==> src/hdl/ece_pkg.sv <==
`timescale 1ns / 1ps
package ece_pkg;
   localparam int CMD_BITS = 4;
   localparam logic [3:0] CURVE_LINEAR = 4'd0;
   localparam logic [3:0] CURVE_LAST   = 4'd12;
   localparam int POW_STAGES = 4;

   typedef struct packed {
      logic       valid;
      logic [2:0] degree;
      logic [1:0] form;
      logic       linear;
   } ctl_type;

   localparam logic [1:0] FORM_IN    = 2'd0;
   localparam logic [1:0] FORM_OUT   = 2'd1;
   localparam logic [1:0] FORM_INOUT = 2'd2;
endpackage

==> src/hdl/ece_pow_cell.sv <==
`timescale 1ns / 1ps
module ece_pow_cell #(
   parameter int FRAC_BITS = 16,
   parameter logic [2:0] STEP = 3'd2
) (
   input  logic               clock,
   input  logic               reset,
   input  ece_pkg::ctl_type   ctl_i,
   input  logic [FRAC_BITS:0] t_i,
   input  logic [FRAC_BITS:0] x_i,
   input  logic [FRAC_BITS:0] p_i,
   output ece_pkg::ctl_type   ctl_o,
   output logic [FRAC_BITS:0] t_o,
   output logic [FRAC_BITS:0] x_o,
   output logic [FRAC_BITS:0] p_o
);
   import ece_pkg::*;
   localparam int PW = 2 * (FRAC_BITS + 1);
   logic [PW-1:0] prod;
   always_comb begin
      prod = PW'(p_i) * PW'(x_i) + (PW'(1) << (FRAC_BITS - 1));
   end
   always_ff @(posedge clock) begin
      if (reset) ctl_o.valid <= 1'b0;
      else ctl_o.valid <= ctl_i.valid;
      ctl_o.degree <= ctl_i.degree;
      ctl_o.form   <= ctl_i.form;
      ctl_o.linear <= ctl_i.linear;
      t_o <= t_i;
      x_o <= x_i;
      p_o <= (ctl_i.degree >= STEP) ? prod[FRAC_BITS +: FRAC_BITS+1] : p_i;
   end
endmodule

==> config.mk <==
export PLATFORM = sky130hd
export DESIGN_NAME = ece_pow_cell
export DESIGN_NICKNAME = d
export VERILOG_FILES = /design/src/hdl/ece_pkg.sv /design/src/hdl/ece_pow_cell.sv
export SDC_FILE = /design/constraint.sdc
export NUM_CORES = 1
export LEC_CHECK = 0
export ABC_AREA = 1
export BUFFER_PORTS_ARGS = -buffer_cell sky130_fd_sc_hd__buf_2
export CAP_MARGIN = 30
export CORE_MARGIN = 3
export CORE_UTILIZATION = 60
export CTS_CLUSTER_DIAMETER = 150
export DETAILED_ROUTE_END_ITERATION = 12
export GPL_TIMING_DRIVEN = 0
export PLACE_DENSITY = 0.81
export REMOVE_ABC_BUFFERS = 1
export SETUP_SLACK_MARGIN = 0.15
export SLEW_MARGIN = 0
export SYNTH_ARGS = -nofsm -noshare
export SYNTH_HDL_FRONTEND = slang
export SYNTH_SLANG_ARGS = --single-unit
==> constraint.sdc <==
create_clock -name clock -period 10.5 [get_ports clock]
set_input_delay 1.575 -clock clock [delete_from_list [all_inputs] [get_ports clock]]
set_output_delay 1.575 -clock clock [all_outputs]
set_load 0.05 [all_outputs]
==> impl_metrics.ini, run 1 <==
[outcome]
status = finished, final reports clean

[detailed_routing]
vias = 9601
wl_um = 28600
final_antenna_net_count = 0
route.detailed.drc = 0
drtPass1Iterations = 5
wl_per_cell_um = 15.3
post_drt_via_cell_ratio = 5.12
drt_iter0_markers = 577

[grt]
grt_first_pass_wirelength_um = 48700
track_usage_pct = 28.4
grt_antenna_before_repair = 1
grt_max_degree = 20
grt_overflow = 0
grt_pass1_vias = 10255

[worst_setup_path]
cpMostUsedCell = fa_1
crit_chain = buf_2 -> nand2_1 -> fa_1 -> inv_1 -> fa_1 -> fa_1 -> fa_1 -> fa_1 -> inv_1 -> fa_1 -> inv_1 -> ha_1 -> nand2_1 -> nor4_1 -> nand3_1 -> nand3_1 -> nand2_1 -> nand3_1 -> nand2_1
crit_path_max_incr_delay_ps = 590
cp_slowest_cell = fa_1
cp.required_ps = 10720
worstSetupEndpointType = flip-flop
worstSetupPathType = in2reg
critPathMaxFanout = 18
cp.arrival_ps = 6880
worstSetupStartpointType = primary input

[synthesis]
yosys.area.top_type = fa_1
netlist-cell-type-count = 30
yosysMostFrequentCell = inv_1
synth_area_leaders = fa_1 38%, inv_1 15%, nand2_1 14%, ha_1 12%, dfxtp_1 10%
synth.avg_cell_area_um2 = 7.51
ys_ff_latch = 58
synthTopCellsByCount = 468 x inv_1, 450 x nand2_1, 223 x fa_1
synth_top_area_share_pct = 38.3
seq_area_frac_synth_pct = 9.96
syn-cell-area_um2 = 11700
synthFlopType = dfxtp_1
synth-edff-count = 0
ys_warn_count = 0
syn_inst = 1552
synthArstFlopShare_pct = 0

[worst_hold_path]
hold_path.class = in2reg
hold_depth = 1

[floorplan]
fp.dieH_um = 145
rows = 50
initial_core_util_pct = 61.7
core_area_um2 = 18900
die_w_um = 145
die-area_um2 = 21100
ios = 118

[cts]
clockBufferDepth = 2
post_cts_buffers = 0
clock-sinks = 58
clk_pin_slew_ps = 70
cts_buffers = 9
cts-root-buf = clkbuf_16
hold_buffers = 0
h-tree-depth = 3
cts_tree = built
cts-resized-gates = 0

[timing]
final.period_utilization_pct = 63.4
finalSetupViolCount = 0
worstMarginPinSlew_ps = 923
fmax_ghz = 0.150
rsz0062_at_grt = no
slew_violations = 0
fin_setup_tns_ps = 0
maxSlewHeadroom_pct = 38.4
period_needed_ps = 6660
hold_viol_final = 0

[final_layout]
final_nets = 2005
diodes = 0
final_util_pct = 66.8
syn_to_final_growth_pct = 8.20
layout-drive-gt1-share_pct = 8.98

[job]
drv_cap = 0

[place]
dp_hpwl_um = 22700
io_buffer_count = 117
gp_congestion = 0.976
-- critical path: cells and delay by family --
| kind | cells | cell delay [ps] |
|---|---|---|
| AND/OR/NAND/NOR | 8 | 1250 |
| buffers and inverters | 4 | 560 |
| adder cells (fa/ha/maj) | 7 | 3490 |
-- registers in the layout (all words and copies together) (netlist names) --
name and cells:
p_o 17, x_o 17, t_o 17, ctl_o 7
-- cells in the final DEF (no fill, tap or decap), drive strengths merged --
cell / netlist / routed
a21oi: 30 / 30
a31oi: 2 / 2
buf: 5 / 117
bufinv: 0 / 2
clkbuf: 65 / 9
clkinv: 0 / 3
clkinvlp: 0 / 1
dfxtp: 58 / 58
fa: 223 / 223
ha: 112 / 112
inv: 468 / 469
nand2: 454 / 454
nand3: 37 / 37
nand3b: 3 / 3
nand4: 8 / 8
nor2: 46 / 46
nor3: 4 / 4
nor4: 3 / 3
o21ai: 21 / 21
o21bai: 4 / 4
or2: 3 / 3
xnor2: 4 / 4
xor2: 2 / 2
-- cells by family (layout without fill, tap and decap cells) --
| logic type | after synthesis | in the layout | synth area share (%) |
|---|---|---|---|
| AO/OA/AOI/OAI | 57 | 57 | 2.65 |
| XOR/XNOR | 6 | 6 | 0.451 |
| adder cells (fa/ha/maj) | 335 | 335 | 50.3 |
| AND/OR/NAND/NOR | 558 | 558 | 19.2 |
| flip-flops | 58 | 58 | 9.96 |
| buffers and inverters | 538 | 601 | 17.5 |
-- routing by layer --
layer	part of all wire, %	track usage (%)	up-vias
li1	-	-	4489
met1	40	36.8	4619
met2	49	48.4	401
met3	7.0	4.14	90
met4	3.7	11.5	2
met5	0.024	0	-
-- area by class of cell --
type	instances	area [um2]
Inverter	468	1760
Multi-Input combinational cell	956	8460
Timing Repair Buffer	117	586
Sequential cell	58	1160
Clock inverter	7	103
Tap cell	260	325
Fill cell	1616	6270
Clock buffer	9	225
-- through the flow --
step	hold slack (ps)	setup WS (ps)	std cells	area [um2]
CTS	1310	3880	1875	12600
finish	1320	3840	1875	12600
global placement	1680	3580	1859	12300
detailed placement	1680	3560	1859	12300
global route	1310	3560	1875	12600
floorplan	1600	4520	1482	11400
-- final timing paths --
check                 startpoint      end  slack [ps]
worst max-delay path      x_i[8]   p_o[9]        3840
worst min-delay path     t_i[11]  t_o[11]        1320
Power of run 1 is not shown: default switching activity piles up to over one toggle a cycle in this logic, so the estimate is an artifact.
==> inputs of run 2 (changes only) <==
- ABC_AREA: 1 -> 0
- CORE_UTILIZATION: 60 -> 56
- PLACE_DENSITY: 0.81 -> 0.8
- clock period: 10.5 -> 5.9 ns (I/O delays scaled with it)
==> run 2 against run 1 <==
  * The run now ends with setup timing left
  * Largest cell class unchanged
  * Sequential share of layout area about the same
  * Non-clock buffer count rose by 12
  * Sequential cell count stayed put
  * Final area increased by 0.45%
  * Core utilization is 0.077 points higher
  * Global-route usage is 1.5 points lower
==> impl_metrics.ini, run 2 <==
[final_layout]
layout_commonest_cell = inv_1
syn_to_final_growth_pct = 15.9
final_cell_mix = 267 x inv_1, 219 x fa_1, 178 x nand2_1
ff_latch_area_um2 = 1160
layout-drive-gt1-share_pct = 15.8
final_util_pct = 66.9
final_nets = 1710
diodes = 0
instances_no_fill = 1579
top_regs = p_o: 17 flops, t_o: 17 flops, x_o: 17 flops
multi_input_area_um2 = 8940
fill_cells = 1486
final_area_um2 = 12700

[detailed_routing]
drt_iter0_markers = 540
wl_um = 28000
wl_per_cell_um = 17.7
final_antenna_net_count = 0
post_drt_via_cell_ratio = 5.49
drtPass1Iterations = 7
vias = 8676
route.detailed.drc = 0

[cts]
cts-root-buf = clkbuf_16
h-tree-depth = 3
clk_pin_slew_ps = 60
cts_buffers = 9
clockBufferDepth = 2
cts_tree = built
clock-sinks = 58

[timing]
slew_violations = 0
final.period_utilization_pct = 100
finalSetupViolCount = 1
rsz0062_at_grt = yes
worstMarginPinSlew_ps = 881
period_needed_ps = 5910
maxSlewHeadroom_pct = 41.2
fmax_ghz = 0.169
hold_viol_final = 0
setup_ws_ps = -9.61

[worst_hold_path]
hold_path.class = in2reg

[synthesis]
synth-simple-area-share_pct = 17.4
synth_area_leaders = fa_1 41%, ha_1 13%, dfxtp_1 11%, inv_1 9.3%, and2_1 8.2%
synthMuxAreaShare_pct = 0.183
synth_xor_area_share_pct = 1.36
yosysMostFrequentCell = inv_1
synth.avg_cell_area_um2 = 8.97
yosys.area.top_type = fa_1
synthArstFlopShare_pct = 0
seq_area_frac_synth_pct = 10.6
synth_top_area_share_pct = 40.8
synthTopCellsByCount = 270 x inv_1, 223 x fa_1, 181 x nand2_1
synth_compound_area_share_pct = 5.99
synth_fa_ha_area_share_pct = 53.6
synth_top_family_by_area = adder cells
syn-cell-area_um2 = 10900
synthFlopType = dfxtp_1
syn_inst = 1220
ys_warn_count = 0
netlist-cell-type-count = 46
ys_ff_latch = 58
synth-edff-count = 0

[outcome]
status = finished, violations left
violations = setup timing

[floorplan]
die_w_um = 146
ios = 118
rows = 50
die-area_um2 = 21300
initial_core_util_pct = 57.7
core_area_um2 = 19000
fp.dieH_um = 146

[place]
io_buffer_count = 117
placed_area_um2 = 11700
place_inst = 1552
gp_congestion = 0.888
dpl_worst_slack_ps = -715
dp_hpwl_um = 20200

[grt]
grt_antenna_before_repair = 0
grt_overflow = 0
grt_pass1_vias = 9373
grt_max_degree = 26
track_usage_pct = 26.9
grt_first_pass_wirelength_um = 46200

[worst_setup_path]
worstSetupPathType = in2reg
cp.arrival_ps = 6140
cp.required_ps = 6130
critPathMaxFanout = 5
worstSetupEndpointType = flip-flop
worstSetupStartpointType = primary input

[job]
drv_cap = 0
-- run 2: cell count changes in the layout (fill, tap and decap cells not counted), sizes merged, moves of 7 or more --
cell | before | now
nor2 | 46 | 28
nand2 | 454 | 181
a21oi | 30 | 41
a21o | 0 | 7
inv | 469 | 270
nand3 | 37 | 6
and2 | 0 | 143
xnor2 | 4 | 11
and3 | 0 | 7
buf | 117 | 125
-- run 2: path summary, 6_finish.rpt --
kind,startpoint,to,slack (ps),depth (start not counted)
worst min-delay path,ctl_i[2],ctl_o[2],640,1
worst max-delay path,p_i[6],p_o[16],-10,20
-- run 2: cell type report --
| cell class | instances | area share (%) |
|---|---|---|
| repair buffers | 129 | 7.24 |
| clock buffers | 10 | 1.89 |
| well taps | 260 | 2.57 |
| inverters | 270 | 8.00 |
| flip-flops and latches | 58 | 9.16 |
| clock inverters | 5 | 0.622 |
| multi-input cells | 847 | 70.5 |
-- run 2: cells by family after synthesis --
group / Yosys count
AND/OR/NAND/NOR: 387
adder cells (fa/ha/maj): 335
buffers and inverters: 315
AO/OA/AOI/OAI: 106
flip-flops: 58
XOR/XNOR: 17
multiplexers: 2
-- run 2: worst max-delay path, stage by stage --
cell	delay (ps)
buf_16	120
and2_4	160
fa_1	550
inv_1	50
fa_1	450
fa_1	500
inv_2	40
fa_1	510
fa_1	520
inv_2	40
fa_1	490
inv_2	60
ha_4	290
nand4_1	140
o211ai_1	180
a21oi_1	130
o31a_1	390
a2bb2oi_4	220
a41oi_2	130
a311o_1	290
-- run 2: per-layer routing --
layer	share of wire [%]	global-route usage [%]
met5	0	0
met3	6.9	4.45
met1	37	32.9
met4	3.4	9.12
met2	52	48.4
-- run 2: metrics by stage --
step / hold slack [ps] / setup TNS (ps)
final: 636 / -9.61
after global routing: 633 / -803
after CTS: 635 / 0
after detailed placement: 989 / -9250
after global placement: 987 / -7830
after floorplan: 913 / 0
-- run 2: what timing repair did --
action | CTS | global route
pin swaps | 27 | 24
hold buffers | 0 | 0
setup buffers | 10 | 2
setup endpoints to repair | 17 | 16
resized for setup | 93 | 55
Power of run 2 is left out for the same reason.
