`src/hdl/ece_pkg.sv`:
```
`timescale 1ns / 1ps
package ece_pkg;
   localparam int CMD_BITS = 4;
   localparam logic [3:0] CURVE_LINEAR = 4'd0;
   localparam logic [3:0] CURVE_LAST   = 4'd12;
   localparam int POW_STAGES = 4;

   typedef struct packed {
      logic       valid;
      logic [2:0] degree;
      logic [1:0] form;
      logic       linear;
   } ctl_type;

   localparam logic [1:0] FORM_IN    = 2'd0;
   localparam logic [1:0] FORM_OUT   = 2'd1;
   localparam logic [1:0] FORM_INOUT = 2'd2;
endpackage

```
`src/hdl/ece_div_cell.sv`:
```
`timescale 1ns / 1ps
module ece_div_cell #(
   parameter int TIME_BITS = 48,
   parameter int QB = 17
) (
   input  logic                 clock,
   input  logic                 reset,
   input  ece_pkg::ctl_type     ctl_i,
   input  logic                 sat_i,
   input  logic [TIME_BITS-1:0] rem_i,
   input  logic [TIME_BITS-1:0] den_i,
   input  logic [QB-1:0]        q_i,
   output ece_pkg::ctl_type     ctl_o,
   output logic                 sat_o,
   output logic [TIME_BITS-1:0] rem_o,
   output logic [TIME_BITS-1:0] den_o,
   output logic [QB-1:0]        q_o
);
   import ece_pkg::*;
   logic [TIME_BITS-1:0] gap, rem_in;
   logic                 bit_in;
   always_comb begin
      gap = den_i - rem_i;
      bit_in = rem_i >= gap;
      rem_in = bit_in ? rem_i - gap : rem_i + rem_i;
   end
   always_ff @(posedge clock) begin
      if (reset) ctl_o.valid <= 1'b0;
      else ctl_o.valid <= ctl_i.valid;
      ctl_o.degree <= ctl_i.degree;
      ctl_o.form   <= ctl_i.form;
      ctl_o.linear <= ctl_i.linear;
      sat_o <= sat_i;
      rem_o <= rem_in;
      den_o <= den_i;
      q_o   <= {q_i[QB-2:0], bit_in};
   end
endmodule

```
`config.mk`:
```
export PLATFORM = sky130hd
export DESIGN_NAME = ece_div_cell
export DESIGN_NICKNAME = d
export VERILOG_FILES = /design/src/hdl/ece_pkg.sv /design/src/hdl/ece_div_cell.sv
export SDC_FILE = /design/constraint.sdc
export NUM_CORES = 1
export LEC_CHECK = 0
export BUFFER_PORTS_ARGS = -buffer_cell sky130_fd_sc_hd__buf_4
export CAP_MARGIN = 0
export CELL_PAD_IN_SITES_DETAIL_PLACEMENT = 1
export CELL_PAD_IN_SITES_GLOBAL_PLACEMENT = 1
export CORE_ASPECT_RATIO = 0.5
export CORE_MARGIN = 5
export CORE_UTILIZATION = 41
export DETAILED_ROUTE_END_ITERATION = 12
export GPL_TIMING_DRIVEN = 0
export PLACE_DENSITY = 0.86
export SYNTH_ARGS = -nofsm -noshare
export SYNTH_HDL_FRONTEND = slang
export SYNTH_SLANG_ARGS = --single-unit
export TNS_END_PERCENT = 30
```
`constraint.sdc`:
```
create_clock -name clock -period 7.67 [get_ports clock]
set_input_delay 0.3835 -clock clock [delete_from_list [all_inputs] [get_ports clock]]
set_output_delay 0.3835 -clock clock [all_outputs]
set_load 0.005 [all_outputs]
```
==> flow_metrics.tcl, run 1 <==
set metrics [dict create \
    io_buffers 242 \
    cp.arrival_ns 6.46 \
    n_antenna_cell 0 \
    core_area_um2 19600 \
    worstPathRequired_ns 8.04 \
    crit_path_start_kind "primary input" \
    synth-compound-area-share_pct 25.4 \
    synth-simple-area-share_pct 15.1 \
    track_usage_pct 25.3 \
    path_class "primary input to flop" \
    floorplan.initialDensity_pct 42.1 \
    peakVddDrop_mv 0.188 \
    end_kind "flop" \
    hp-class "primary input to flop" \
    worstSetupStartpoint "rem_i[1]" \
    crit_path_cell_trace "buf_4 -> inv_1 -> ha_1 -> nor2b_1 -> o21ai_0 -> o21ai_0 -> a31oi_1 -> o21a_1 -> nor3_1 -> nor2_1 -> o21ai_0 -> a21oi_1 -> xor2_1 -> ha_1 -> nand4_1 -> or3_1 -> a2111oi_1 -> o31ai_1 -> o21ai_0 -> a21oi_1 -> xor2_1 -> o21ai_1" \
    grt_pass1_wl_mm 48.1 \
    synthCells 1025 \
    outcome "completed" \
    cp_top_family "compound AO/OA/AOI/OAI gates" \
    critPathBufInv 2 \
    synth_cell_types 65 \
    place_congestion 0.929 \
    drtPass1Iterations 5 \
    place_inst 1533 \
    yosysTopAreaCellShare_pct 29.3 \
    final_cell_area_um2 11000 \
    cp_max_fo 6 \
    maxCapViolations 0 \
    fin_crit_sh_pct 79.4 \
    timing.final.ws_setup_ns 1.58 \
    area_delta_synth_final_pct 32.9 \
    pwr-share-clk_pct 26.0 \
    slew_violations 0 \
    power_mw 3.04 \
    p_sw_share_pct 38.4 \
    drt-initial-drc-count 533 \
    synth_edf_count 0 \
    synth_area_um2 8280 \
    ys_seq_area_share_pct 29.3 \
    hold-worst-slack_ns 0.0343 \
    layout.nets 1506 \
    yosys.area.top_type "dfxtp_1" \
    hold_violations 0 \
    crit_top_cell "o21ai_0" \
    min_from "ctl_i[1]" \
    tns_ns 0 \
    post-place-ws_ns 1.36 \
    cts_setup_buffers 0 \
    worst_slew_pin_slew_ns 1.02 \
    p_leak_nw 5.36 \
    cts.clk_slew.worst_paths_ns 0.06 \
    ys_warn_count 0 \
    drive_gt1_share_pct 22.6 \
    synthArstFlopShare_pct 0 \
    final_antenna_net_count 0 \
    p_comb_share_pct 47.4 \
    dp_hpwl_mm 24.2 \
    cts_tree "yes" \
    ys_top_cells_by_count "dfxtp_1 (121), a21oi_1 (118), ha_1 (95), nand2_1 (89), nor2_1 (70)" \
    wl_per_cell_um 19.3 \
    synth.area.top_cells "dfxtp_1 (29%), ha_1 (14%), a21oi_1 (7.1%), xnor2_1 (5.2%), a21o_1 (4.7%)" \
    io_pins 244 \
    setup_viol 0 \
    p_sw_mw 1.17 \
    period_needed_ns 6.09 \
    synth.mux.area_fraction_pct 0.272 \
    synth_top_flop_cell "dfxtp_1" \
    gr-total-overflow 0 \
    die_area_um2 23300 \
    fin_cells 1564 \
    syn-num-nets 1245 \
    pwr-share-seq_pct 26.6 \
    synth_fa_ha_area_share_pct 14.8 \
    grt_max_degree 17 \
    clockBufferDepth 2 \
    route.detailed.drc 0 \
    hold_buffers 0 \
    num_rows 36 \
    synth_xor_area_share_pct 9.74 \
    cpPeakStageDelay_ns 0.83 \
    internal_power_mw 1.87 \
    power_density_nw_per_um2 276 \
    htree_levels 4 \
    cts_resized 0 \
    clock-sinks 121 \
    max_freq_ghz 0.164 \
    avgViaCountPerCell 5.55 \
    yosysMostFrequentCell "dfxtp_1" \
    cts_buffers 17 \
    routed_wl_mm 30.1 \
    cts_root_buf "clkbuf_16" \
    die_width_um 211 \
    ys_ff_latch 121 \
    synth.avg_cell_area_um2 8.07 \
    placed_area_um2 10400 \
    antenna_found_initial 0 \
    max_slew_margin_pct 31.5 \
    grt_pass1_vias 9239 \
    grt_setup_unrepaired "no" \
    fin_util_pct 56.0 \
    via_count 8684 \
    cp_slowest_cell "a2111oi_1" \
    dieHeight_um 110 \
    synth_top_family_by_area "compound AO/OA/AOI/OAI gates" \
]
registers in the layout, summed over array words and instances (netlist names):
| register | flops |
|---|---|
| den_o | 48 |
| rem_o | 48 |
| q_o | 17 |
| ctl_o | 7 |
| sat_o | 1 |
kinds of logic (layout without fill, tap and decap cells):
group                      after synthesis  after routing
DFF                                    121            121
and+or+nand+nor                        266            266
AOI/OAI and AO/OA                      338            338
xor gates and xnor gates                92             92
muxes                                    2              2
adders and majority gates               97             97
buffers and inverters                  109            382
power groups by stage:
stage / registers, mW / logic [mW] / clock network (mW)
floorplan: 0.834 / 0.839 / 0
global placement: 0.819 / 1.37 / 0
detailed placement: 0.823 / 1.41 / 0
CTS: 0.811 / 1.43 / 0.804
global route: 0.821 / 1.56 / 0.839
finish: 0.809 / 1.44 / 0.791
layout make-up:
| cell class | instances | area [um2] |
|---|---|---|
| fillers | 2435 | 8640 |
| multi-input cells | 795 | 5410 |
| clock inverters | 12 | 128 |
| clock buffers | 19 | 443 |
| well taps | 266 | 333 |
| flip-flops and latches | 121 | 2420 |
| inverters | 70 | 263 |
| repair buffers | 242 | 1820 |
| plain buffers | 39 | 179 |
final timing paths:
path	cells past startpoint	end	slack, ns
worst max-delay path	22	rem_o[47]	1.58
worst min-delay path	1	ctl_o[1]	0.03
cell usage in the layout, fill, tap and decap left out, drive strengths merged, types with 20 or more instances in the layout:
master / n
nand3: 20
buf: 254
dfxtp: 121
nand2: 89
inv: 70
nand4: 23
a21oi: 120
a21o: 52
xor2: 43
clkbuf: 46
xnor2: 49
nor2: 70
o21ai: 75
ha: 95
layer usage:
metal,vias to the layer above,global-route usage (%),wire length (um)
met2,213,43.4,14600
met3,48,5.50,1630
met1,4242,31.9,13400
met5,-,0,0
met4,0,7.25,516
li1,4181,-,-
No activity file was read; power rests on OpenSTA's default activity.
==> run 2: changes to the inputs <==
- CORE_UTILIZATION: 41 -> 34
- PLACE_DENSITY: 0.86 -> 0.76
- clock period: 7.67 -> 4.9 ns (I/O delays scaled with it)
==> run 2 against run 1 <==
  * Die area up 19%
  * Worst hold slack better by 0.017 ns
  * Sequential share of layout area down 2.2 points
  * Non-clock buffer count up 75
  * Flip-flop and latch count unchanged
  * Final cell count up 8.0%
  * Global-route usage down 2.8 points
  * Core utilization down 5.0 points
  * Total power up 65%
  * Critical endpoint is now rem_o[43]
  * Highest routed layer unchanged
==> flow_metrics.tcl, run 2 (synthesis results as in run 1) <==
set metrics [dict create \
    crit_path_start_kind "primary input" \
    die_width_um 231 \
    hp-class "primary input to flop" \
    pwr-share-seq_pct 25.4 \
    cts_tree "yes" \
    crit_top_cell "buf_4" \
    worstPathRequired_ns 5.24 \
    end_kind "flop" \
    gr-total-overflow 0 \
    place_congestion 0.955 \
    placed_area_um2 10500 \
    dieHeight_um 120 \
    maxCapViolations 0 \
    num-fill-cells 2862 \
    period_needed_ns 4.79 \
    path_class "primary input to flop" \
    n_antenna_cell 0 \
    wl_per_cell_um 18.8 \
    cts_buffers 17 \
    num_rows 40 \
    hold_violations 0 \
    p_leak_nw 5.77 \
    power_mw 5.01 \
    cp.arrival_ns 5.13 \
    crit_path_cell_trace "buf_4 -> inv_1 -> ha_1 -> and4_1 -> and2_1 -> o211ai_1 -> a211oi_2 -> o21ai_2 -> a21oi_2 -> nor2_4 -> or4_1 -> a311o_1 -> xor2_1 -> ha_2 -> nand4_1 -> nor4_2 -> a21oi_2 -> buf_4 -> buf_6 -> buf_4 -> o21ai_1" \
    core_area_um2 24000 \
    drt-initial-drc-count 465 \
    io_pins 244 \
    cts.clk_slew.worst_paths_ns 0.06 \
    p_sw_mw 1.89 \
    place_inst 1582 \
    cpPeakStageDelay_ns 0.48 \
    peakVddDrop_mv 0.198 \
    grt_setup_unrepaired "yes" \
    worstSetupStartpoint "rem_i[9]" \
    p_comb_share_pct 48.3 \
    final_cell_mix "buf_4 (256), dfxtp_1 (121), a21oi_1 (109), nand2_1 (88), ha_1 (87)" \
    cp_slowest_cell "or4_1" \
    grt_pass1_vias 9574 \
    avgViaCountPerCell 5.26 \
    critPathBufInv 5 \
    drtPass1Iterations 5 \
    power_density_nw_per_um2 409 \
    cts_root_buf "clkbuf_16" \
    layout.nets 1581 \
    grt_pass1_wl_mm 50.5 \
    worst_slew_pin_slew_ns 0.567 \
    htree_levels 4 \
    slew_violations 0 \
    final_antenna_net_count 0 \
    cp_max_fo 10 \
    cp_top_family "compound AO/OA/AOI/OAI gates" \
    max_freq_ghz 0.209 \
    internal_power_mw 3.12 \
    route.detailed.drc 0 \
    fin_crit_sh_pct 97.8 \
    grt_max_degree 17 \
    fin_util_pct 51.0 \
    antenna_found_initial 0 \
    io_buffers 242 \
    floorplan.initialDensity_pct 34.5 \
    dp_hpwl_mm 24.4 \
    drive_gt1_share_pct 25.9 \
    via_count 8878 \
    outcome "completed" \
    routed_wl_mm 31.8 \
    final_cell_area_um2 12200 \
    setup_viol 0 \
    crit_end "rem_o[43]" \
    reg.largest.list "den_o (48), rem_o (48), q_o (17)" \
    fin_cells 1689 \
    final_common_cell "buf_4" \
    path_depth 21 \
    p_sw_share_pct 37.7 \
    track_usage_pct 22.5 \
    pwr-share-clk_pct 26.3 \
    clock-sinks 121 \
    clockBufferDepth 2 \
    die_area_um2 27700 \
    area_delta_synth_final_pct 47.8 \
    max_slew_margin_pct 61.8 \
]
## run 2: metrics by stage
| step | hold WS [ns] | setup WS [ns] | TNS, ns |
|---|---|---|---|
| after floorplan | 0.273 | 0.350 | 0 |
| after global placement | 0.350 | -0.991 | -39.27 |
| after detailed placement | 0.351 | -1.06 | -47.22 |
| after CTS | 0.0250 | 0.00102 | 0 |
| after global routing | 0.0426 | -0.0671 | -0.428 |
| final | 0.0510 | 0.110 | 0 |
## run 2: layout make-up
cell class / count / area (um2) / area share, %
Tap cell: 315 / 394 / 3.22
Sequential cell: 121 / 2420 / 19.8
Clock inverter: 11 / 145 / 1.19
Clock buffer: 21 / 470 / 3.85
Buffer: 30 / 160 / 1.31
Multi-Input combinational cell: 795 / 5740 / 46.9
Timing Repair Buffer: 326 / 2630 / 21.5
Inverter: 70 / 263 / 2.15
## run 2: worst min-delay path by stage
stage | from | to | slack [ns] | cells after the start
floorplan | ctl_i[0] | ctl_o[0] | 0.27 | 0
global placement | ctl_i[3] | ctl_o[3] | 0.35 | 1
detailed placement | q_i[10] | q_o[11] | 0.35 | 1
CTS | rem_i[11] | rem_o[12] | 0.03 | 3
global route | rem_i[46] | rem_o[47] | 0.04 | 3
finish | rem_i[44] | rem_o[45] | 0.05 | 3
## run 2: what timing repair did
action,in CTS,in global routing
endpoints found under the hold margin,72,0
setup endpoints to repair,49,49
setup buffers,3,7
hold buffers,73,0
resized for setup,32,48
cloned,0,1
pin swaps,4,14
## run 2: power by group through the flow
stage / registers (mW) / clock network, mW / logic (mW)
after floorplan: 1.31 / 0 / 1.31
after global placement: 1.29 / 0 / 2.16
after detailed placement: 1.29 / 0 / 2.21
after CTS: 1.27 / 1.35 / 2.33
after global routing: 1.29 / 1.40 / 2.65
final: 1.27 / 1.32 / 2.42
## run 2: worst min-delay path, delay by kind of cell
family	cells	cell delay, ns
buf+inv	1	0.10
compound gates	1	0.06
simple gates	1	0.05
## run 2: routing by layer
layer / global-route usage, % / wire, um
met5: 0 / 0
met1: 28.2 / 14200
met3: 4.36 / 1170
met4: 7.68 / 724
met2: 39.1 / 15700
==> run 3: changes to the inputs <==
==> constraint.sdc (replaced) <==
create_clock -name clock -period 4.1 [get_ports clock]
set_input_delay 0.41 -clock clock [delete_from_list [all_inputs] [get_ports clock]]
set_output_delay 0.41 -clock clock [all_outputs]
set_load 0.005 [all_outputs]
==> run 3 against run 2 <==
  * The run now ends with negative setup slack left
  * Clock power grew 14%
  * Non-clock buffer count shrank 17
  * Flip-flop and latch count is the same
  * Sequential power grew 20%
  * Critical path depth grew 7
  * Design area grew 7.3%
  * Sequential share of layout area shrank 1.4 points
  * Die area is the same
  * Clock-buffer cell count shrank 4
  * Global-route usage grew 0.88 points
  * First-iteration DRC count grew 20%
  * Largest power group unchanged
==> flow_metrics.tcl, run 3 (synthesis results as in run 1) <==
set metrics [dict create \
    outcome "complete, but fails checks" \
    violations "negative setup slack" \
    place_congestion 0.908 \
    grt_pass1_wl_mm 52.1 \
    avgViaCountPerCell 5.50 \
    setup_viol 49 \
    route.detailed.drc 0 \
    worstPathRequired_ns 4.43 \
    num_rows 40 \
    grtUsageMet2_pct 41.5 \
    power_density_nw_per_um2 519 \
    drt-initial-drc-count 558 \
    htree_levels 4 \
    wl_per_cell_um 21.4 \
    floorplan.initialDensity_pct 34.5 \
    grt_pass1_vias 9600 \
    p_leak_nw 6.03 \
    io_buffers 242 \
    routed_wl_mm 35.8 \
    num-fill-cells 2742 \
    post-place-ws_ns -2.16 \
    drtPass1Iterations 5 \
    final_cell_mix "buf_4 (291), dfxtp_1 (121), a21oi_1 (87), nand2_1 (74), ha_1 (64)" \
    clockBufferDepth 2 \
    cp.arrival_ns 5.00 \
    track_usage_pct 23.4 \
    cp_slowest_cell "fa_2" \
    peakVddDrop_mv 0.199 \
    worst_slew_pin_slew_ns 0.581 \
    place_inst 1582 \
    dp_hpwl_mm 24.6 \
    die_width_um 231 \
    crit_end "rem_o[4]" \
    grt_util_met1_pct 29.2 \
    final_common_cell "buf_4" \
    hold_buffers 0 \
    busiest_layer "met2" \
    gr-total-overflow 0 \
    fin_crit_sh_pct 114 \
    layout.nets 1564 \
    die_area_um2 27700 \
    drive_gt1_share_pct 41.6 \
    grt_setup_unrepaired "yes" \
    hp-class "primary input to flop" \
    cpPeakStageDelay_ns 0.37 \
    maxCapViolations 0 \
    power_mw 6.80 \
    period_needed_ns 4.67 \
    timing.final.ws_setup_ns -0.566 \
    cp_max_fo 7 \
    tns_ns -23.66 \
    path_class "primary input to flop" \
    slew_violations 0 \
    end_kind "flop" \
    worstSetupStartpoint "den_i[0]" \
    use_met3_pct 5.23 \
    grt_max_degree 17 \
    dieHeight_um 120 \
    hold_violations 0 \
    cts_root_buf "clkbuf_16" \
    io_pins 244 \
    crit_path_start_kind "primary input" \
    fin_cells 1673 \
    reg.largest.list "den_o (48), rem_o (48), q_o (17)" \
    max_freq_ghz 0.214 \
    final_antenna_net_count 0 \
    clock-sinks 121 \
    cts_tree "yes" \
    area_delta_synth_final_pct 58.6 \
    antenna_found_initial 0 \
    max_slew_margin_pct 61.0 \
    core_area_um2 24000 \
    cts.clk_slew.worst_paths_ns 0.07 \
    via_count 9196 \
    crit_top_cell "o21ai_2" \
    cts_buffers 17 \
]
-- run 3: cell types whose count changed in the layout (fill, tap and decap cells not counted), sizes merged --
| cell | change |
|---|---|
| buf | +63 |
| dlygate4sd3 | -73 |
| bufinv | -3 |
| clkbuf | -11 |
| clkinv | -3 |
| diode | +1 |
| inv | +10 |
-- run 3: timing repair --
item	in CTS	in global routing
pin swaps	74	52
resized for setup	184	117
setup endpoints to repair	49	49
gates cloned	5	3
buffers inserted	44	21
-- run 3: worst min-delay path by stage --
stage | to | slack (ns) | from | cells past startpoint
finish | q_o[9] | 0.06 | q_i[8] | 1
global route | q_o[9] | 0.03 | q_i[8] | 1
floorplan | ctl_o[0] | 0.44 | ctl_i[0] | 0
detailed placement | ctl_o[5] | 0.52 | ctl_i[5] | 1
global placement | ctl_o[3] | 0.51 | ctl_i[3] | 1
CTS | ctl_o[5] | 0.04 | ctl_i[5] | 1
-- run 3: through the flow --
stage	utilization (%)	area [um2]	hold WS, ns
6_report	54.7	13100	0.0602
5_1_grt	54.7	13100	0.0261
4_1_cts	52.0	12500	0.0366
3_5_place_dp	44.5	10700	0.516
3_3_place_gp	44.5	10700	0.515
2_1_floorplan	-	8460	0.438
-- run 3: metal layers --
layer | up-vias | part of all wire (%)
li1 | 4292 | -
met2 | 293 | 50
met3 | 58 | 5.5
met5 | - | 0
met1 | 4553 | 42
met4 | 0 | 2.2
-- run 3: layout make-up --
cell class              instances  area [um2]  share of cell area (%)
flip-flops and latches        121        2420                    18.5
clock inverters                15         150                    1.14
plain buffers                  24         250                    1.91
multi-input cells             795        6590                    50.2
well taps                     315         394                    3.00
clock buffers                  17         425                    3.24
inverters                      70         280                    2.14
repair buffers                315        2610                    19.9
diodes                          1        2.50                  0.0191
-- run 3: power by group --
part	switching, mW	internal [mW]	leakage, nW
Clock	0.699	0.808	0.275
Sequential	0.0866	1.43	1.02
Combinational	1.99	1.78	4.73
Total	2.78	4.03	6.03
-- run 3: critical path, delay by kind of cell --
family / cells / cell delay, ns
buffers and inverters: 9 / 1.02
and+or+nand+nor: 1 / 0.07
AOI/OAI and AO/OA: 14 / 2.63
adders and majority gates: 3 / 0.76
xor gates and xnor gates: 1 / 0.13
